==> src/sv/tccs_addr_unit.sv <==
// tccs_addr_unit: the shared address adder and end-of-sweep compare
// used for sweep pointers, scroll source addresses and the backspace address
// depends on nothing
module tccs_addr_unit #(
  parameter int unsigned W = 11
) (
  input  logic [W-1:0] a_i,
  input  logic [W-1:0] b_i,
  input  logic [W-1:0] limit_i,
  output logic [W-1:0] sum_o,
  output logic         last_o
);

  // one add, wraps modulo the width
  assign sum_o  = a_i + b_i;

  // the operand has reached the end of its sweep
  assign last_o = (a_i == limit_i);

endmodule

==> config.mk <==
export PLATFORM = sky130hd
export DESIGN_NAME = tccs_addr_unit
export DESIGN_NICKNAME = d
export VERILOG_FILES = /design/src/sv/tccs_addr_unit.sv
export SDC_FILE = /design/constraint.sdc
export NUM_CORES = 1
export LEC_CHECK = 0
export ABC_AREA = 0
export BUFFER_PORTS_ARGS = -buffer_cell sky130_fd_sc_hd__buf_2
export CAP_MARGIN = 10
export CORE_MARGIN = 2
export CORE_UTILIZATION = 35
export DETAILED_ROUTE_END_ITERATION = 8
export PLACE_DENSITY = 0.84
export SLEW_MARGIN = 0
export SYNTH_ARGS = -nofsm -noshare
export SYNTH_HDL_FRONTEND = slang
export SYNTH_SLANG_ARGS = --single-unit
==> constraint.sdc <==
create_clock -name vclk -period 2.5
set_input_delay 0.375 -clock vclk [all_inputs]
set_output_delay 0.375 -clock vclk [all_outputs]
set_load 0.005 [all_outputs]
## After elaboration in Yosys (flattened, before gate mapping)

Index checks and enable logic that the tools add are counted.

- Word-level logic and storage cells: 2
- Register bits after elaboration: 0
- Output and inout port bits: 12
- Input bits: 33

- Equal/unequal tests: 1
- Add/sub/neg operators: 1

Operators with widths:

| cell | number |
|---|---|
| $add A11 B11 Y11 | 1 |
| $eq A11 B11 Y1 | 1 |

## Logic depth before layout (Yosys ltp)

Gate-level depths: netlist of run 1.

- Word-level depth: 1
- Mapped depth: 8
- Mapped depth without buffers: 8

## Worst setup path before layout of run 1

OpenSTA, ideal clock, no wires.

- Kind: input to output
- Start point: input a_i[0]
- End point: output sum_o[8]
- Arrival: 1711 ps
- Buffers on the path: 0
- Data required time: 2125 ps
- Setup slack: 414 ps
- Cell stages on the path: 8
- Cells stage by stage: ha_1 > inv_1 > fa_1 > nand2b_1 > a21oi_1 > nor3_1 > a21oi_1 > xor2_1

- Cells in the longest elaborated chain, start to end: 1

RTL lines:

| element | line | RTL |
|---|---|---|
| from (decl) | 7 | `input logic [W-1:0] a_i,` |
| $add A11 B11 Y11 | 15 | `assign sum_o = a_i + b_i;` |
| to (decl) | 10 | `output logic [W-1:0] sum_o,` |

No other way between the ends.

## Worst setup path after layout of run 1

Same ends and word-level chain as after synthesis.

==> run_results.csv, run 1 <==
group,metric,value,unit
floorplan,dieArea,1970,µm²
yosys,syn-num-nets,121,
timing,finalSetupViolations,0,
timing,slew_violations,0,
layout,seqCellArea,0,µm²
route,wl_per_cell,11.4,µm
yosys,yosys_warnings,0,
run_status,status,"complete, no violations",
flow_run,drv_cap,0,
route,drc,0,
place,place_hpwl,1440,µm
yosys,syn_inst,77,
route,drt_iter0_drc,14,
route,viasPerCell,5.03,
floorplan,io_pins,45,
timing,worst_pin_slew,0.276,ns
setup_path,required,2.12,ns
global_routing,grt.overflow.total,0,
yosys,yosys-top-cells-area,"xnor2_1 (28%), ha_1 (22%), a21oi_1 (5.3%)",
worst_hold_path,min_path_cells,3,
pwr,p_leak,0.423,nW
layout,design.seq.count,0,
timing,relSlewSlack,0.814,
yosys,synth_top_area_share,0.276,
setup_path,crit_path_cell_trace,"buf_2 -> ha_2 -> inv_1 -> fa_1 -> nand2b_1 -> a21oi_2 -> nor3_1 -> a21oi_1 -> xor2_1 -> buf_2",
worst_hold_path,hp-class,"in2out",
floorplan,coreArea,1520,µm²
place,io_buffers,45,
timing,setup_tns,0,ns
layout,n_fill_cell,150,
layout,final.clkbuf_count,0,
layout,syn2layout_area_growth,44.0,%
pwr,ir_drop,0.109,mV
global_routing,grt_max_degree,7,
yosys,synth.distinct_cells,22,
layout,final_core_utilization,0.540,
yosys,syn-cell-area,572,µm²
pwr,power.total,206,µW
timing,layout_min_cycle_time,2.37,ns
setup_path,crit_slowest_cell,"fa_1",
layout,n_antenna_cell,0,
floorplan,die_h,44.4,µm
timing,fmax,423,MHz
setup_path,worstSetupEndpoint,"sum_o[8]",
yosys,synth.avg_cell_area,7.43,µm²
yosys,yosys.area.top_type,"xnor2_1",
setup_path,crit_top_cell,"buf_2",
floorplan,die_w,44.4,µm
route,wl,1570,µm
yosys,yosysSeqAreaShare,0,
route,drtPass1Iterations,4,
setup_path,max_stage_delay,0.39,ns
global_routing,antenna_found_initial,0,
place,gp_congestion,0.797,
setup_path,crit_start,"a_i[0]",
global_routing,grt_pass1_vias,621,
setup_path,end_kind,"output pin",
global_routing,grt_pass1_wl,2350,µm
floorplan,num_rows,14,
pwr,pwr_density_cell,250,nW/µm²
setup_path,worst_ep_arrival_time,1.99,ns
floorplan,start_util,0.375,
setup_path,start_kind,"primary input",
setup_path,crit_fanout,2,
timing,period_share,0.947,
route,antenna_left,0,
route,dr_total_vias,694,
global_routing,track_usage,0.152,
timing,rsz0062_at_grt,"false",
layout,drive_above_1_share,0.426,
timing,hold_violations,0,
layout,nets,168,
setup_path,path_class,"in2out",
==> per-layer routing <==
metal | GRT usage | routed length, µm
met4 | 0.0182 | 0
met3 | 0.0204 | 141
met1 | 0.176 | 586
met2 | 0.297 | 846
met5 | 0 | 0
==> worst max-delay path, delay by kind of cell <==
kind	cells	cell delay, ns
fa+ha+maj	2	0.58
xor+xnor	1	0.15
simple gates	2	0.27
buf+inv	3	0.27
compound gates	2	0.34
==> cell usage after synthesis <==
cell,count
and3_1,1
nand2_1,6
or2_2,1
a21o_1,1
xnor2_1,18
nor3_1,3
fa_1,1
o21a_1,1
nor2_1,3
ha_1,10
xor2_1,3
nand3_1,5
nand4_1,2
o21ai_0,2
inv_1,7
a21oi_2,2
o2111ai_2,1
a21oi_1,6
nand2b_1,1
a31oi_1,1
nand3_2,1
o31ai_1,1
==> worst min path at each step <==
stage            from  endpoint  slack (ns)
2_1_floorplan  b_i[0]  sum_o[0]        0.86
6_report       b_i[0]  sum_o[0]        1.06
3_5_place_dp   b_i[0]  sum_o[0]        1.04
4_1_cts        b_i[0]  sum_o[0]        1.04
3_3_place_gp   b_i[0]  sum_o[0]        1.03
5_1_grt        b_i[0]  sum_o[0]        1.07
==> power by group <==
| part | internal, mW | switching [mW] |
|---|---|---|
| clock network | 0 | 0 |
| registers | 0 | 0 |
| logic | 0.107 | 0.0985 |
| total | 0.107 | 0.0985 |
==> cells in the final DEF (no fill, tap or decap), types with 3 or more instances in the layout <==
| cell | synthesis | routed |
|---|---|---|
| nand3_1 | 5 | 5 |
| nor3_1 | 3 | 3 |
| a21oi_1 | 6 | 5 |
| xor2_1 | 3 | 3 |
| nand2_1 | 6 | 6 |
| a21oi_2 | 2 | 3 |
| ha_1 | 10 | 9 |
| xnor2_1 | 18 | 18 |
| inv_1 | 7 | 7 |
| nor2_1 | 3 | 3 |
| buf_2 | 0 | 45 |
==> cell families (layout without fill, tap and decap cells) <==
family / Yosys count / in the layout / share of synthesized area
AOI/OAI and AO/OA: 15 / 15 / 0.177
xor gates and xnor gates: 21 / 21 / 0.322
adders and majority gates: 11 / 11 / 0.254
buffers and inverters: 7 / 52 / 0.0460
and+or+nand+nor: 23 / 23 / 0.201
==> cell type report <==
cell class | count | area [µm²] | share of cell area
Multi-Input combinational cell | 70 | 552 | 0.670
Timing Repair Buffer | 45 | 225 | 0.274
Tap cell | 16 | 20.0 | 0.0243
Inverter | 7 | 26.3 | 0.0319
==> through the flow <==
stage	area (µm²)	setup WS, ns	instances	hold WS, ns
6_report	823	0.133	138	1.06
5_1_grt	823	0.000734	138	1.07
4_1_cts	817	0.0987	138	1.04
3_5_place_dp	817	0.112	138	1.04
3_3_place_gp	817	0.149	138	1.03
2_1_floorplan	572	0.414	77	0.859
==> timing repair <==
item | CTS | global route
buffers inserted | 0 | 0
setup endpoints to repair | 0 | 1
hold buffers | 0 | 0
hold endpoints to repair | 0 | 0
gates resized for setup | 0 | 2
(Power assumes the default switching activity.)
==> inputs of run 2 (changes only) <==
- BUFFER_PORTS_ARGS: -buffer_cell sky130_fd_sc_hd__buf_2 -> default
- DONT_BUFFER_PORTS: default -> 1
- PLACE_DENSITY: 0.84 -> 0.6
- clock period: 2.5 -> 3.1 ns (I/O delays scaled with it)
==> run 2 against run 1 <==
Against the previous run: clock-buffer cell count unchanged; worst setup slack better by 0.58 ns; critical endpoint unchanged; non-clock buffer count down 45; global-route usage down 2.8 points; flip-flop and latch count unchanged; design area down 28%; critical path depth down 2; total power down 45%; sequential share of layout area unchanged; hold slack worse by 0.012 ns; largest cell class unchanged; via count down 24%; die area unchanged.
==> run_results.csv, run 2 (synthesized netlist as in run 1, its figures left out) <==
group,metric,value,unit
setup_path,path_class,"in2out",
pwr,pwr_density_cell,192,nW/µm²
setup_path,crit_path_cell_trace,"ha_1 -> inv_1 -> fa_1 -> nand2b_1 -> a21oi_1 -> nor3_1 -> a21oi_1 -> xor2_1",
timing,relSlewSlack,0.776,
setup_path,worst_ep_arrival_time,1.93,ns
floorplan,io_pins,45,
worst_hold_path,hold_end,"sum_o[0]",
route,drt_iter0_drc,8,
layout,syn2layout_area_growth,3.50,%
clocking,cts_setup_buffers,0,
setup_path,max_stage_delay,0.39,ns
route,wl_per_cell,13.2,µm
global_routing,grt_max_degree,7,
setup_path,start_kind,"primary input",
layout,fin_area,592,µm²
timing,layout_min_cycle_time,2.39,ns
flow_run,drv_cap,0,
clocking,cts_resized,0,
setup_path,crit_top_cell,"a21oi_1",
place,postPlaceCellArea,592,µm²
timing,hold_violations,0,
layout,drive_above_1_share,0.0649,
layout,design.seq.count,0,
layout,multi_input_area,546,µm²
global_routing,antenna_found_initial,0,
worst_hold_path,min_path_cells,1,
timing,period_share,0.771,
route,drtPass1Iterations,4,
setup_path,crit_slowest_cell,"fa_1",
clocking,cts_hold_buffers,0,
global_routing,grt_pass1_wl,1930,µm
route,antenna_left,0,
floorplan,start_util,0.375,
floorplan,die_h,44.4,µm
layout,final_core_utilization,0.388,
pwr,ir_drop,0.0559,mV
floorplan,coreArea,1520,µm²
timing,setup_tns,0,ns
route,wl,1230,µm
pwr,comb_power_share,1.000,
timing,finalSetupViolations,0,
layout,final_cell_mix,"xnor2_1 (18), ha_1 (10), inv_1 (7), a21oi_1 (6), nand2_1 (6)",
timing,slew_violations,0,
worst_hold_path,worstHoldStart,"b_i[0]",
pwr,power_frac_clock,0,
pwr,p_leak,0.246,nW
setup_path,end_kind,"output pin",
run_status,status,"complete, no violations",
setup_path,required,2.63,ns
layout,nets,123,
timing,fmax,418,MHz
layout,n_fill_cell,176,
route,viasPerCell,5.69,
floorplan,num_rows,14,
layout,final.clkbuf_count,0,
route,dr_total_vias,529,
pwr,intPower,53.6,µW
route,drc,0,
global_routing,track_usage,0.124,
pwr,p_seq_frac,0,
layout,final_common_cell,"xnor2_1",
global_routing,grt.overflow.total,0,
setup_path,crit_fanout,2,
layout,seqCellArea,0,µm²
floorplan,die_w,44.4,µm
layout,n_antenna_cell,0,
floorplan,dieArea,1970,µm²
timing,rsz0062_at_grt,"false",
place,io_buffers,0,
pwr,power.total,113,µW
worst_hold_path,hp-class,"in2out",
place,place_hpwl,1170,µm
pwr,power_switching,59.8,µW
global_routing,grt_pass1_vias,491,
place,gp_congestion,0.666,
timing,worst_pin_slew,0.334,ns
pwr,switching_share,0.527,
## run 2: cell count changes in the layout (fill, tap and decap cells not counted)
cell	previous run	this run
buf_2	45	0
ha_2	1	0
ha_1	9	10
a21oi_1	5	6
a21oi_2	3	2
## run 2: layer usage
metal,GRT usage,vias up,part of all wire
met1,0.159,231,0.40
met3,0.0122,0,0.10
met5,0,-,0
li1,-,269,-
met4,0,0,0
met2,0.235,29,0.50
## run 2: power by group through the flow
stage | Sequential, mW | Combinational (mW) | Clock, mW
finish | 0 | 0.113 | 0
global route | 0 | 0.128 | 0
CTS | 0 | 0.116 | 0
detailed placement | 0 | 0.115 | 0
global placement | 0 | 0.115 | 0
floorplan | 0 | 0.0992 | 0
## run 2: per-stage QoR
step | hold slack (ns) | setup slack, ns | instances
2_1_floorplan | 1.04 | 0.834 | 77
3_3_place_gp | 1.05 | 0.750 | 93
3_5_place_dp | 1.04 | 0.704 | 93
4_1_cts | 1.05 | 0.693 | 93
5_1_grt | 1.05 | 0.570 | 93
6_report | 1.05 | 0.709 | 93
## run 2: final cells by class
type | count | share of cell area
Inverter | 7 | 0.0444
Tap cell | 16 | 0.0338
Multi-Input combinational cell | 70 | 0.922
## run 2: how the worst max path moves through the flow
stage,from,endpoint,slack (ns)
5_1_grt,a_i[0],sum_o[8],0.57
6_report,a_i[0],sum_o[8],0.71
3_3_place_gp,a_i[0],sum_o[8],0.75
2_1_floorplan,a_i[0],sum_o[8],0.83
3_5_place_dp,a_i[0],sum_o[8],0.70
4_1_cts,a_i[0],sum_o[8],0.69
## run 2: worst max-delay path, delay by kind of cell
kind                     cells  cell delay [ns]
AO/OA/AOI/OAI                2             0.37
XOR/XNOR                     1             0.20
adder cells (fa/ha/maj)      2             0.56
buffers and inverters        1             0.06
AND/OR/NAND/NOR              2             0.28
==> inputs of run 3 (changes only) <==
- PLACE_DENSITY: 0.6 -> 0.62
- clock period: 3.1 -> 2 ns (I/O delays scaled with it)
==> run 3 against run 2 <==
Against the previous run: critical path depth stayed put; final cell count is 3.2% higher; routed wire length is 8.0% higher; design area is 6.6% higher; combinational power is 69% higher; clock-buffer cell count stayed put; largest power group unchanged.
==> run_results.csv, run 3 (synthesized netlist as in run 1, its figures left out) <==
group,metric,value,unit
place,place_hpwl,1190,µm
flow_run,drv_cap,0,
place,postPlaceCellArea,614,µm²
route,drc,0,
timing,worst_pin_slew,0.253,ns
layout,final_cell_mix,"xnor2_1 (18), ha_1 (9), inv_1 (7), nand2_1 (6)",
route,antenna_left,0,
place,io_buffers,0,
floorplan,start_util,0.375,
pwr,p_leak,0.265,nW
layout,drive_above_1_share,0.150,
setup_path,crit_path_cell_trace,"ha_2 -> inv_1 -> fa_2 -> nand2b_4 -> a21oi_2 -> nor3_1 -> a21oi_1 -> xor2_1",
layout,fin_area,631,µm²
global_routing,grt_pass1_vias,494,
global_routing,track_usage,0.121,
setup_path,worst-path-stages,8,
setup_path,worstSetupEndpoint,"sum_o[8]",
setup_path,required,1.70,ns
setup_path,path_class,"in2out",
global_routing,grt_pass1_wl,1880,µm
global_routing,antenna_found_initial,0,
run_status,status,"complete, no violations",
layout,final_common_cell,"xnor2_1",
timing,relSlewSlack,0.830,
place,placedCellCount,96,
setup_path,path_buf_inv,1,
global_routing,grt_max_degree,7,
route,viasPerCell,5.59,
place,gp_congestion,0.712,
timing,slew_violations,0,
floorplan,die_h,44.4,µm
floorplan,num_rows,14,
timing,fmax,524,MHz
worst_hold_path,hp-class,"in2out",
setup_path,crit_start,"a_i[0]",
route,drt_iter0_drc,4,
layout,design.seq.count,0,
clocking,cts_setup_buffers,0,
layout,final.clkbuf_count,0,
setup_path,start_kind,"primary input",
layout,nets,126,
setup_path,end_kind,"output pin",
pwr,pwr_density_cell,303,nW/µm²
floorplan,coreArea,1520,µm²
timing,finalSetupViolations,0,
timing,layout_min_cycle_time,1.91,ns
clocking,cts_hold_buffers,0,
timing,period_share,0.953,
route,drtPass1Iterations,4,
timing,hold_violations,0,
layout,layout.cells.non_filler,96,
setup_path,max_stage_delay,0.34,ns
floorplan,io_pins,45,
route,wl,1330,µm
floorplan,dieArea,1970,µm²
floorplan,die_w,44.4,µm
setup_path,crit_fanout,2,
route,wl_per_cell,13.9,µm
layout,seqCellArea,0,µm²
timing,rsz0062_at_grt,"false",
pwr,ir_drop,0.106,mV
route,dr_total_vias,537,
setup_path,worst_ep_arrival_time,1.61,ns
timing,whs,0.728,ns
global_routing,grt.overflow.total,0,
layout,syn2layout_area_growth,10.3,%
setup_path,crit_slowest_cell,"fa_2",
setup_path,cp_top_family,"adder cells",
layout,n_antenna_cell,0,
run 3: layout make-up:
| cell class | count | area, µm² |
|---|---|---|
| fill | 163 | 893 |
| inverter | 7 | 26.3 |
| multi-input combinational | 70 | 562 |
| tap | 16 | 20.0 |
| timing repair buffer | 3 | 22.5 |
run 3: through the flow:
stage               utilization    TNS, ns  setup slack, ns  power (mW)
floorplan                     -          0           0.0639       0.154
global placement          0.403          0           0.0404       0.184
detailed placement        0.403  -0.000712        -0.000712       0.186
CTS                       0.406          0          0.00939       0.189
global route              0.414          0          0.00997       0.210
finish                    0.414          0           0.0931       0.191
run 3: worst min-delay path by stage:
stage	slack, ns	startpoint	depth (start not counted)	end
after floorplan	0.71	b_i[0]	1	sum_o[0]
after global placement	0.72	b_i[0]	1	sum_o[0]
after detailed placement	0.71	b_i[0]	1	sum_o[0]
after CTS	0.72	b_i[0]	1	sum_o[0]
after global routing	0.73	b_i[0]	1	sum_o[0]
final	0.73	b_i[0]	1	sum_o[0]
run 3: where the power goes:
part	internal, mW	switching (mW)	total (mW)
registers	0	0	0
clock network	0	0	0
logic	0.0922	0.0991	0.191
run 3: metal layers:
metal  vias to the layer above  part of all wire  global-route usage
met5                         -                 0                   0
met4                         0                 0                   0
met2                        28              0.51               0.235
li1                        276                 -                   -
met1                       233              0.41               0.157
met3                         0             0.073                   0
run 3: timing repair:
action,4_1_cts,5_1_grt
pin swaps,1,3
resized for setup,1,3
endpoints found under the setup margin,1,3
