--- src/sv/tccs_pkg.sv ---
// tccs_pkg: shared types and constants of the text console cursor/scroll unit
// field widths, character codes, operation codes, cursor command and status
// no dependencies
package tccs_pkg;

  // field widths fixed by the item format
  localparam int unsigned OP_W   = 2;
  localparam int unsigned CHAR_W = 8;
  localparam int unsigned IDX_W  = 11;
  localparam int unsigned CELL_W = 16;
  localparam int unsigned ATTR_W = 8;

  // character codes
  localparam logic [CHAR_W-1:0] CH_NEWLINE   = 8'd10;
  localparam logic [CHAR_W-1:0] CH_BACKSPACE = 8'd8;
  localparam logic [CHAR_W-1:0] CH_BLANK     = 8'd32;

  // attribute after reset and the blank cell written by the reset pass
  localparam logic [ATTR_W-1:0] ATTR_RESET = 8'h0F;
  localparam logic [CELL_W-1:0] RESET_CELL = {ATTR_RESET, CH_BLANK};

  // operation codes
  typedef enum logic [OP_W-1:0] {
    OP_PUT   = 2'd0,
    OP_CLEAR = 2'd1,
    OP_READ  = 2'd2
  } op_e;

  // commands to the cursor tracker
  typedef enum logic [2:0] {
    CUR_HOLD     = 3'd0,
    CUR_ADVANCE  = 3'd1,
    CUR_BACK     = 3'd2,
    CUR_NEWLINE  = 3'd3,
    CUR_HOME     = 3'd4,
    CUR_LAST_ROW = 3'd5
  } cur_cmd_e;

  // cursor status flags back to the sequencer
  typedef struct packed {
    logic at_end;     // cursor is one past the last cell
    logic at_zero;    // cursor is on the first cell
    logic nl_scroll;  // a newline from here would leave the screen
  } cur_status_t;

endpackage

--- src/sv/tccs_cursor.sv ---
// tccs_cursor: cursor position and column tracker
// keeps the column alongside the cell index so a newline needs no division
// depends on tccs_pkg
module tccs_cursor
  import tccs_pkg::*;
#(
  parameter int unsigned COLUMNS = 80,
  parameter int unsigned CELLS   = 2000
) (
  input  logic                       clk_i,
  input  logic                       rst_ni,
  input  cur_cmd_e                   cmd_i,
  output logic [$clog2(CELLS+1)-1:0] cursor_o,
  output cur_status_t                status_o
);

  localparam int unsigned CW = $clog2(CELLS + 1);
  localparam int unsigned KW = $clog2(COLUMNS);

  logic [CW-1:0] cursor_q, cursor_d;
  logic [KW-1:0] col_q, col_d;
  logic [CW-1:0] row_start;

  // start of the current row
  assign row_start = cursor_q - CW'(col_q);

  assign status_o.at_end    = (cursor_q == CW'(CELLS));
  assign status_o.at_zero   = (cursor_q == '0);
  assign status_o.nl_scroll = (row_start >= CW'(CELLS - COLUMNS));

  // next cursor and column
  always_comb begin
    cursor_d = cursor_q;
    col_d    = col_q;
    unique case (cmd_i)
      CUR_HOLD: begin
      end
      CUR_ADVANCE: begin
        cursor_d = cursor_q + CW'(1);
        col_d    = (col_q == KW'(COLUMNS - 1)) ? '0 : col_q + KW'(1);
      end
      CUR_BACK: begin
        cursor_d = cursor_q - CW'(1);
        col_d    = (col_q == '0) ? KW'(COLUMNS - 1) : col_q - KW'(1);
      end
      CUR_NEWLINE: begin
        cursor_d = row_start + CW'(COLUMNS);
        col_d    = '0;
      end
      CUR_HOME: begin
        cursor_d = '0;
        col_d    = '0;
      end
      CUR_LAST_ROW: begin
        cursor_d = CW'(CELLS - COLUMNS);
        col_d    = '0;
      end
      default: begin
      end
    endcase
  end

  always_ff @(posedge clk_i or negedge rst_ni) begin
    if (!rst_ni) begin
      cursor_q <= '0;
      col_q    <= '0;
    end else begin
      cursor_q <= cursor_d;
      col_q    <= col_d;
    end
  end

  assign cursor_o = cursor_q;

endmodule

--- config.mk ---
export PLATFORM = sky130hd
export DESIGN_NAME = tccs_cursor
export DESIGN_NICKNAME = d
export VERILOG_FILES = /design/src/sv/tccs_pkg.sv /design/src/sv/tccs_cursor.sv
export SDC_FILE = /design/constraint.sdc
export NUM_CORES = 1
export LEC_CHECK = 0
export BUFFER_PORTS_ARGS = -buffer_cell sky130_fd_sc_hd__buf_4
export CAP_MARGIN = 25
export CORE_UTILIZATION = 55
export CTS_CLUSTER_DIAMETER = 80
export CTS_CLUSTER_SIZE = 14
export DETAILED_ROUTE_END_ITERATION = 7
export PLACE_DENSITY = 0.83
export SLEW_MARGIN = 20
export SYNTH_ARGS = -nofsm -noshare
export SYNTH_HDL_FRONTEND = slang
export SYNTH_SLANG_ARGS = --single-unit
export TNS_END_PERCENT = 30
--- constraint.sdc ---
create_clock -name clk_i -period 3 [get_ports clk_i]
set_input_delay 0.3 -clock clk_i [delete_from_list [all_inputs] [get_ports clk_i]]
set_output_delay 0.3 -clock clk_i [all_outputs]
set_load 0.03 [all_outputs]
# Word-level counts from Yosys, hierarchy flattened
# Cells that the tools add are included.
[word_totals]
out_inout_bits = 14
inputBits = 5
elab_cells = 25
reg_bits = 18
[op_classes]
reduce_logical = 5
eq_ne = 7
mux = 4
order_cmp = 1
n_addsub = 6
[op_table]
columns = ["op", "count"]
rows = [
  ["11-bit one-hot mux with 5 select lines", 1],
  ["7-bit one-hot mux with 3 select lines", 1],
  ["7-bit 2-to-1 mux", 2],
  ["11-bit by 1-bit adder with 11-bit output (second input constant)", 1],
  ["11-bit by 7-bit adder with 11-bit output (second input constant)", 1],
  ["11-bit == test (second input constant)", 1],
  ["11-bit >= comparator (second input constant)", 1],
  ["11-bit zero test", 1],
  ["11-bit by 1-bit subtractor with 11-bit output (second input constant)", 1],
  ["11-bit by 7-bit subtractor with 11-bit output", 1],
  ["7-bit by 1-bit adder with 7-bit output (second input constant)", 1],
  ["7-bit == test (second input constant)", 1],
  ["7-bit zero test", 1],
  ["7-bit by 1-bit subtractor with 7-bit output (second input constant)", 1],
  ["3-bit by 2-bit == test with 1-bit output (second input constant)", 2],
  ["3-bit == test (second input constant)", 2],
  ["5-bit nonzero test", 1],
  ["3-bit by 1-bit == test with 1-bit output (second input constant)", 1],
  ["3-bit nonzero test", 1],
  ["3-bit OR reduction", 1],
]

# Longest topological paths before layout
# Gate-level depths: netlist (run 1).
[logic_depth]
depth_word = 3
depth_mapped = 14
mapped_depth_nobuf = 12

# Worst setup path after synthesis (run 1)
# OpenSTA, ideal clock, no wires.
[synth_path]
path_kind = "reg-to-reg"
start = "register cursor_q[0], in the netlist cursor_o[0]"
end = "register cursor_q[8], in the netlist cursor_o[8]"
t_required_ps = 2917
setup_slack_ps = -124
path_buffers = 1
arrival_ps = 3042
stages_incl_launch_ff = 14
setup_ps = 83
synth_period_minus_slack_ps = 3124
path_cell_list = "dfrtp_1 -> inv_1 -> ha_1 -> fa_1 -> and2b_2 -> o22ai_1 -> xnor2_1 -> ha_1 -> clkbuf_1 -> and4b_1 -> a211oi_1 -> a311o_1 -> a31oi_1 -> o21ai_0"
[synth_via]
elab_chain_len = 3
word_cells_on_any_way = 5
classes_between = "add/sub: 4; mux: 1"
[synth_lines]
columns = ["item", "line_no", "text"]
rows = [
  ["from (decl)", "tccs_cursor.sv:20", "logic [CW-1:0] cursor_q, cursor_d;"],
  ["from (signal assigned)", "tccs_cursor.sv:68", "cursor_q <= cursor_d;"],
  ["11-bit by 7-bit subtractor with 11-bit output", "tccs_cursor.sv:25", "assign row_start = cursor_q - CW'(col_q);"],
  ["11-bit by 7-bit adder with 11-bit output", "tccs_cursor.sv:47", "cursor_d = row_start + CW'(COLUMNS);"],
  ["11-bit one-hot mux with 5 select lines *", "tccs_cursor.sv:35", "unique case (cmd_i)"],
]
# Every way passes the cells marked *; elsewhere a longest branch is shown, timed or not.
# A chain may end at the register's enable or synchronous reset.

==> results.sh, run 1 <==
export IMPL_status="completed"
export IMPL_wl_met3_um=573
export IMPL_drt_wl_total_um=6660
export IMPL_cts_buffers=3
export IMPL_rows=23
export IMPL_ios=19
export IMPL_peakVddDrop_mv=0.772
export IMPL_rsz0062_at_grt="no"
export IMPL_postLayoutCoreUtil=0.688
export IMPL_crit_buf_inv=1
export IMPL_crit_chain="ha_1, nor3_1, a21oi_2, or4_1, a21o_1, mux2i_1, buf_4"
export IMPL_crit_path_max_fanout=6
export IMPL_dp_cells=385
export IMPL_whs_ns=0.457
export IMPL_io_buffers=18
export IMPL_antenna_found_initial=0
export IMPL_n_antenna_cell=0
export IMPL_clock_skew_ns=0.00384
export IMPL_grt_pass1_vias=2316
export IMPL_crit_path_max_incr_delay_ns=0.48
export IMPL_worst_setup_path_end_kind="output pin"
export IMPL_synth_flop_cell="dfrtp_1"
export IMPL_vias_per_cell=6.67
export IMPL_fill_cells=330
export IMPL_cts_tree="yes"
export IMPL_fin_nets=370
export IMPL_synthCells=313
export IMPL_postRouteAntennaNets=0
export IMPL_htree_levels=1
export IMPL_overflow=0
export IMPL_final_hold_violation_count=0
export IMPL_final_area_mm2=0.00281
export IMPL_clock_sinks=18
export IMPL_design_power_total_mw=3.34
export IMPL_leakagePower_nw=1.18
export IMPL_tightestPinTransition_ns=1.05
export IMPL_crit_type="reg -> out"
export IMPL_slew_headroom=0.299
export IMPL_cap_violations=0
export IMPL_grt_pass1_wl_um=10500
export IMPL_slew_viol_final=0
export IMPL_drcViolationCount=0
export IMPL_power_density_mw_per_mm2=1190
export IMPL_synth_top_area_cell="dfrtp_1"
export IMPL_core_mm2=0.00409
export IMPL_drive_above_1_share=0.223
export IMPL_clkTransAtPathRegs_ns=0.08
export IMPL_setup_ws_ns=0.131
export IMPL_synthTopCellsByArea="dfrtp_1 19%, ha_1 11%, a21oi_1 4.8%, nor2_1 4.5%, nor3_1 3.8%"
export IMPL_yosys_warnings=0
export IMPL_ctsLongestPathBuffers=2
export IMPL_finalSetupTns_ns=0
export IMPL_min_period_over_period=0.956
export IMPL_drt_initial_drc_count=280
export IMPL_min_period_ns=2.87
export IMPL_initial_core_util=0.588
export IMPL_grtUsageTotal=0.304
export IMPL_ys_seq_area_frac=0.188
export IMPL_clock_latency_ns=0.26
export IMPL_ys_ff_latch=18
export IMPL_dpl_cell_area_mm2=0.00266
export IMPL_hpwlAfterDp_um=4920
export IMPL_vias=2609
export IMPL_hold_class="in -> async"
export IMPL_postSynth_asyncResetShare=1.00
export IMPL_synth_edff_count=0
export IMPL_grt_max_degree=19
export IMPL_setup_viol=0
export IMPL_cp_required_ns=2.70
export IMPL_syn_avg_cell_area_um2=7.67
export IMPL_max_freq_mhz=349
export IMPL_pre_cts_slack_ns=0.0370
export IMPL_m1WireLength_um=2780
export IMPL_syn_area_mm2=0.00240
export IMPL_dieHeight_um=68.1
export IMPL_cts_root_buf="clkbuf_8"
export IMPL_dieArea_mm2=0.00463
export IMPL_top_layer_used="met4"
export IMPL_die_x_um=68.1
export IMPL_detail_route_wl_per_cell_um=17.0
export IMPL_syn_num_nets=341
export IMPL_yosysUniqueCellTypes=61
export IMPL_fin_cells=391
export IMPL_start_kind="flop"
export IMPL_place_congestion=0.879
export IMPL_first_pass_iters=5
export IMPL_slowest_stage="dfrtp_1"
export IMPL_wl_met2_um=3170
export IMPL_arrival_ns=2.57
export IMPL_area_growth_pct=17.1
export IMPL_crit_family="simple AND/OR/NAND/NOR gates"
export IMPL_synth_top_area_share=0.188
-- where the power goes --
group | leakage (nW) | internal (mW) | total, mW | switching (mW)
Sequential | 0.218 | 0.335 | 0.483 | 0.148
Clock | 0.0288 | 0.117 | 0.209 | 0.0917
Combinational | 0.933 | 1.18 | 2.65 | 1.47
-- registers in the layout (all words and copies together) (netlist names) --
| signal | flops |
|---|---|
| col_q | 7 |
| cursor_o | 11 |
-- what timing repair did --
| item | CTS | global route |
|---|---|---|
| hold endpoints to repair | 18 | 0 |
| buffers inserted | 1 | 0 |
| endpoints found under the setup margin | 2 | 3 |
| resized for setup | 2 | 19 |
| hold buffers | 1 | 0 |
| cloned | 0 | 0 |
| pin swaps | 1 | 0 |
-- cell usage after synthesis, drive strengths merged, types with 3 or more instances --
library cell  instances
a211o                 3
a211oi                6
a21o                  6
a21oi                23
a31oi                 9
and3                  4
buf                   7
clkbuf                9
dfrtp                18
ha                   21
inv                  18
nand2                24
nand3                 7
nand4                 6
nor2                 29
nor2b                 4
nor3                 18
nor4                  6
o21a                  9
o21ai                17
o21bai                3
o221ai                5
o22ai                 3
o31ai                 4
or2                   3
or3                   4
xnor2                10
xor2                  3
-- path summary, 6_finish.rpt --
path,from,to,slack (ns),depth (start not counted)
worst min register to register,col_q[6],col_q[6],0.51,2
worst max register to register,col_q[3],cursor_o[8],0.18,12
worst max-delay path,cursor_o[6],status_o[0],0.13,7
worst min-delay path,rst_ni,cursor_o[10],0.46,2
min in group clk_i,col_q[6],col_q[6],0.51,2
max in group asynchronous,rst_ni,col_q[3],2.31,2
-- placed cells by master, fill, tap and decap left out, types with 9 or more instances in the layout --
cell,count
o21ai_0,16
buf_4,38
nor3_1,18
o21a_1,9
dfrtp_1,15
nor2_1,28
ha_1,15
a31oi_1,9
xnor2_1,9
nand2_1,24
a21oi_1,22
inv_1,15
-- kinds of logic after synthesis --
kind of cell    count (synthesis)  share of synthesized area
simple gates                  113                      0.238
flops                          18                      0.188
xor+xnor                       13                     0.0474
fa+ha+maj                      23                      0.126
compound gates                109                      0.313
mux                             3                     0.0177
buf+inv                        34                     0.0698
-- final cells by class --
cell class	count	area, µm²	area share
timing repair buffer	40	315	0.112
tap	50	62.6	0.0223
multi-input combinational	261	1860	0.660
inverter	18	67.6	0.0240
sequential	18	454	0.162
clock buffer	4	55.1	0.0196
-- per-layer routing --
layer | up-vias | track usage
met1 | 1199 | 0.394
met2 | 145 | 0.510
met4 | 0 | 0.104
met5 | - | 0
li1 | 1247 | -
met3 | 18 | 0.0450
(Power assumes the default switching activity.)
==> run 2, diff against run 1 <==
--- a/config.mk
+++ b/config.mk
@@ -7,11 +7,13 @@
 export LEC_CHECK = 0
 export BUFFER_PORTS_ARGS = -buffer_cell sky130_fd_sc_hd__buf_4
 export CAP_MARGIN = 25
+export CORE_MARGIN = 2
 export CORE_UTILIZATION = 55
 export CTS_CLUSTER_DIAMETER = 80
 export CTS_CLUSTER_SIZE = 14
 export DETAILED_ROUTE_END_ITERATION = 7
 export PLACE_DENSITY = 0.83
+export REMOVE_ABC_BUFFERS = 1
 export SLEW_MARGIN = 20
 export SYNTH_ARGS = -nofsm -noshare
 export SYNTH_HDL_FRONTEND = slang
==> results.sh, run 2 (same netlist as run 1, synthesis figures left out) <==
export IMPL_status="completed"
export IMPL_drt_initial_drc_count=329
export IMPL_fin_nets=372
export IMPL_ios=19
export IMPL_n_antenna_cell=0
export IMPL_area_growth_pct=17.0
export IMPL_tightestPinTransition_ns=0.711
export IMPL_dpl_cell_area_mm2=0.00266
export IMPL_grt_max_degree=19
export IMPL_crit_type="reg -> out"
export IMPL_worst_setup_path_end_kind="output pin"
export IMPL_crit_path_max_fanout=6
export IMPL_crit_family="simple AND/OR/NAND/NOR gates"
export IMPL_cp_required_ns=2.70
export IMPL_intPower_mw=1.62
export IMPL_hpwlAfterDp_um=5050
export IMPL_slew_headroom=0.526
export IMPL_dieHeight_um=70.1
export IMPL_clock_skew_ns=0.00723
export IMPL_cts_tree="yes"
export IMPL_detail_route_wl_per_cell_um=17.4
export IMPL_vias_per_cell=6.71
export IMPL_clock_latency_ns=0.27
export IMPL_peakVddDrop_mv=0.594
export IMPL_cts_buffers=3
export IMPL_crit_chain="ha_2, and2b_2, o221ai_4, a21oi_2, or4_1, a21o_1, mux2i_1, buf_4"
export IMPL_final_area_mm2=0.00281
export IMPL_fill_cells=344
export IMPL_vias=2649
export IMPL_arrival_ns=2.58
export IMPL_grt_pass1_vias=2383
export IMPL_p_sw_frac=0.522
export IMPL_power_density_mw_per_mm2=1200
export IMPL_drt_wl_total_um=6870
export IMPL_postLayoutCoreUtil=0.659
export IMPL_max_freq_mhz=347
export IMPL_leakagePower_nw=1.19
export IMPL_layout_commonest_cell="buf_4"
export IMPL_multi_input_area_mm2=0.00185
export IMPL_crit_buf_inv=1
export IMPL_ctsLongestPathBuffers=2
export IMPL_hold_class="in -> async"
export IMPL_cts_root_buf="clkbuf_8"
export IMPL_clock_sinks=18
export IMPL_htree_levels=1
export IMPL_antenna_found_initial=0
export IMPL_drive_above_1_share=0.213
export IMPL_place_congestion=0.988
export IMPL_comb_power_share=0.802
export IMPL_final_hold_violation_count=0
export IMPL_slew_viol_final=0
export IMPL_grt_pass1_wl_um=11200
export IMPL_start_kind="flop"
export IMPL_p_switching_mw=1.76
export IMPL_postRouteAntennaNets=0
export IMPL_io_buffers=18
export IMPL_cap_violations=0
export IMPL_overflow=0
export IMPL_clockPowerShare=0.063
export IMPL_initial_core_util=0.563
export IMPL_clkTransAtPathRegs_ns=0.08
export IMPL_whs_ns=0.437
export IMPL_min_period_ns=2.88
export IMPL_slowest_stage="dfrtp_1"
export IMPL_dieArea_mm2=0.00491
export IMPL_crit_path_max_incr_delay_ns=0.45
export IMPL_grtUsageTotal=0.278
export IMPL_final_cell_mix="41 x buf_4, 28 x nor2_1, 24 x nand2_1"
export IMPL_drcViolationCount=0
export IMPL_setup_viol=0
export IMPL_core_mm2=0.00426
export IMPL_die_x_um=70.1
export IMPL_finalSetupTns_ns=0
export IMPL_p_seq_frac=0.135
export IMPL_rows=24
export IMPL_first_pass_iters=5
export IMPL_seq_area_um2=450
export IMPL_min_period_over_period=0.961
export IMPL_largest_reg_flops=11
export IMPL_rsz0062_at_grt="yes"
## run 2: changes by cell type in the layout (fill, tap and decap cells not counted), sizes merged
cell | before | now
buf | 39 | 41
## run 2: layer usage
metal	up-vias	share of wire	track usage
li1	1249	-	-
met1	1239	0.43	0.375
met2	133	0.46	0.460
met3	28	0.078	0.0361
met4	0	0.032	0.0919
met5	-	0	0
## run 2: power groups by stage
stage | combinational (mW) | sequential [mW] | clock (mW)
after floorplan | 1.59 | 0.608 | 0
after global placement | 2.37 | 0.445 | 0
after detailed placement | 2.43 | 0.448 | 0
after CTS | 2.48 | 0.446 | 0.214
after global routing | 2.94 | 0.471 | 0.225
final | 2.71 | 0.458 | 0.212
## run 2: layout make-up
class	instances	area share
clock buffer	4	0.0196
sequential	18	0.160
tap	52	0.0232
inverter	18	0.0240
multi-input combinational	261	0.660
timing repair buffer	42	0.113
## run 2: worst paths after layout
| path | cells after the start | from | slack, ns | end |
|---|---|---|---|---|
| max | 8 | cursor_o[2] | 0.12 | status_o[0] |
| min | 2 | rst_ni | 0.44 | cursor_o[7] |
| max reg2reg | 12 | col_q[3] | 0.15 | cursor_o[8] |
| min reg2reg | 1 | col_q[4] | 0.53 | col_q[4] |
| max in group asynchronous | 2 | rst_ni | 2.34 | cursor_o[2] |
| min in group clk_i | 5 | cmd_i[0] | 0.50 | cursor_o[8] |
## run 2: through the flow
stage	total power [mW]	worst slack, ns	std cells
after floorplan	2.20	-0.0601	297
after global placement	2.81	0.129	388
after detailed placement	2.88	0.0777	388
after CTS	3.14	0.00204	393
after global routing	3.64	-0.00475	395
final	3.38	0.117	395
## run 2: what timing repair did
| item | CTS | global route |
|---|---|---|
| hold buffers | 1 | 0 |
| hold endpoints to repair | 18 | 0 |
| endpoints found under the setup margin | 1 | 4 |
| buffers inserted | 0 | 2 |
| resized for setup | 1 | 16 |
| pin swaps | 1 | 3 |
==> run 3, diff against run 2 <==
--- a/config.mk
+++ b/config.mk
@@ -8,11 +8,11 @@
 export BUFFER_PORTS_ARGS = -buffer_cell sky130_fd_sc_hd__buf_4
 export CAP_MARGIN = 25
 export CORE_MARGIN = 2
-export CORE_UTILIZATION = 55
+export CORE_UTILIZATION = 60
 export CTS_CLUSTER_DIAMETER = 80
 export CTS_CLUSTER_SIZE = 14
 export DETAILED_ROUTE_END_ITERATION = 7
-export PLACE_DENSITY = 0.83
+export PLACE_DENSITY = 0.86
 export REMOVE_ABC_BUFFERS = 1
 export SLEW_MARGIN = 20
 export SYNTH_ARGS = -nofsm -noshare
==> constraint.sdc (replaced) <==
create_clock -name clk_i -period 3.7 [get_ports clk_i]
set_input_delay 0.37 -clock clk_i [delete_from_list [all_inputs] [get_ports clk_i]]
set_output_delay 0.37 -clock clk_i [all_outputs]
set_load 0.03 [all_outputs]
==> results.sh, run 3 (same netlist as run 1, synthesis figures left out) <==
export IMPL_htree_levels=1
export IMPL_ios=19
export IMPL_drcViolationCount=0
export IMPL_io_buffers=18
export IMPL_largest_reg_flops=11
export IMPL_fin_nets=350
export IMPL_finalSetupTns_ns=0
export IMPL_status="completed"
export IMPL_arrival_ns=2.93
export IMPL_clock_skew_ns=0.00666
export IMPL_rsz0062_at_grt="no"
export IMPL_min_period_ns=3.30
export IMPL_clock_sinks=18
export IMPL_hpwlAfterDp_um=4970
export IMPL_peakVddDrop_mv=0.588
export IMPL_final_cell_mix="29 x nor2_1, 24 x nand2_1, 23 x a21oi_1"
export IMPL_crit_family="compound AO/OA/AOI/OAI gates"
export IMPL_cts_resized=0
export IMPL_start_kind="flop"
export IMPL_core_mm2=0.00374
export IMPL_grt_pass1_vias=2359
export IMPL_hold_class="in -> reg"
export IMPL_crit_buf_inv=2
export IMPL_slew_viol_final=0
export IMPL_drive_above_1_share=0.118
export IMPL_dieHeight_um=67.3
export IMPL_worst_setup_path_end_kind="output pin"
export IMPL_post_cts_setup_buffer_count=0
export IMPL_slowest_stage="dfrtp_1"
export IMPL_grtUsageTotal=0.315
export IMPL_ctsLongestPathBuffers=2
export IMPL_clock_latency_ns=0.27
export IMPL_detail_route_wl_per_cell_um=17.9
export IMPL_vias=2531
export IMPL_dieArea_mm2=0.00452
export IMPL_cts_tree="yes"
export IMPL_antenna_found_initial=0
export IMPL_layout_commonest_cell="nor2_1"
export IMPL_n_antenna_cell=0
export IMPL_postRouteAntennaNets=0
export IMPL_crit_chain="inv_1, ha_1, fa_1, and2b_2, o221ai_2, a21oi_1, or4_1, a21o_1, mux2i_1, buf_4"
export IMPL_cts_buffers=3
export IMPL_final_area_mm2=0.00257
export IMPL_crit_type="reg -> out"
export IMPL_tightestPinTransition_ns=0.800
export IMPL_first_pass_iters=7
export IMPL_crit_path_max_incr_delay_ns=0.45
export IMPL_crit_path_max_fanout=7
export IMPL_whs_ns=0.499
export IMPL_clkTransAtPathRegs_ns=0.08
export IMPL_dpl_cell_area_mm2=0.00250
export IMPL_grt_max_degree=19
export IMPL_setup_viol=0
export IMPL_drt_wl_total_um=6600
export IMPL_cts_root_buf="clkbuf_8"
export IMPL_cap_violations=0
export IMPL_drt_initial_drc_count=162
export IMPL_die_x_um=67.3
export IMPL_rows=22
export IMPL_area_growth_pct=6.98
export IMPL_pre_cts_slack_ns=0.331
export IMPL_design_power_total_mw=2.44
export IMPL_leakagePower_nw=1.08
export IMPL_setup_ws_ns=0.397
export IMPL_grt_pass1_wl_um=10900
export IMPL_max_freq_mhz=303
export IMPL_initial_core_util=0.641
export IMPL_power_density_mw_per_mm2=949
export IMPL_cp_required_ns=3.33
export IMPL_slew_headroom=0.466
export IMPL_overflow=0
export IMPL_final_hold_violation_count=0
export IMPL_vias_per_cell=6.86
export IMPL_min_period_over_period=0.893
export IMPL_place_congestion=0.970
## run 3: what timing repair did
item                                   in CTS  in global routing
setup endpoints to repair                   0                  0
hold buffers                                1                  0
endpoints found under the hold margin      18                  0
## run 3: layout make-up
cell class / count / area [µm²]
fill: 323 / 1170
inverter: 18 / 67.6
clock buffer: 4 / 55.1
multi-input combinational: 261 / 1780
sequential: 18 / 450
timing repair buffer: 20 / 153
tap: 48 / 60.1
## run 3: layer usage
metal  global-route usage  vias up  share of wire
li1                     -     1200              -
met5                    0        -              0
met4                0.179        0          0.044
met2                0.506      119           0.46
met1                0.402     1180           0.42
met3               0.0467       32          0.072
## run 3: worst reg2reg max path, delay by kind of cell (launching register included)
kind | cells | cell delay, ns
fa+ha+maj | 3 | 1.03
xor+xnor | 1 | 0.27
flops | 1 | 0.45
compound gates | 5 | 0.82
simple gates | 2 | 0.48
buf+inv | 1 | 0.13
## run 3: metrics by stage
step / cells / utilization
3_3_place_gp: 364 / 0.669
4_1_cts: 369 / 0.686
3_5_place_dp: 364 / 0.669
2_1_floorplan: 297 / -
6_report: 369 / 0.686
5_1_grt: 369 / 0.686
## run 3: where the power goes
| part | leakage (nW) | internal, mW | total [mW] | switching (mW) |
|---|---|---|---|---|
| clock network | 0.0288 | 0.0949 | 0.172 | 0.0772 |
| logic | 0.832 | 0.760 | 1.81 | 1.06 |
| registers | 0.221 | 0.268 | 0.452 | 0.183 |
| total | 1.08 | 1.12 | 2.44 | 1.32 |
## run 3: worst paths after layout
path / from / endpoint / slack [ns] / cells past startpoint
setup / recovery: cursor_o[0] / status_o[0] / 0.40 / 10
hold / removal: cmd_i[2] / cursor_o[8] / 0.50 / 3
setup reg to reg: cursor_o[0] / cursor_o[8] / 0.44 / 12
hold reg to reg: col_q[4] / col_q[4] / 0.54 / 1
max in group asynchronous: rst_ni / cursor_o[4] / 2.97 / 2
min in group asynchronous: rst_ni / col_q[6] / 0.51 / 2
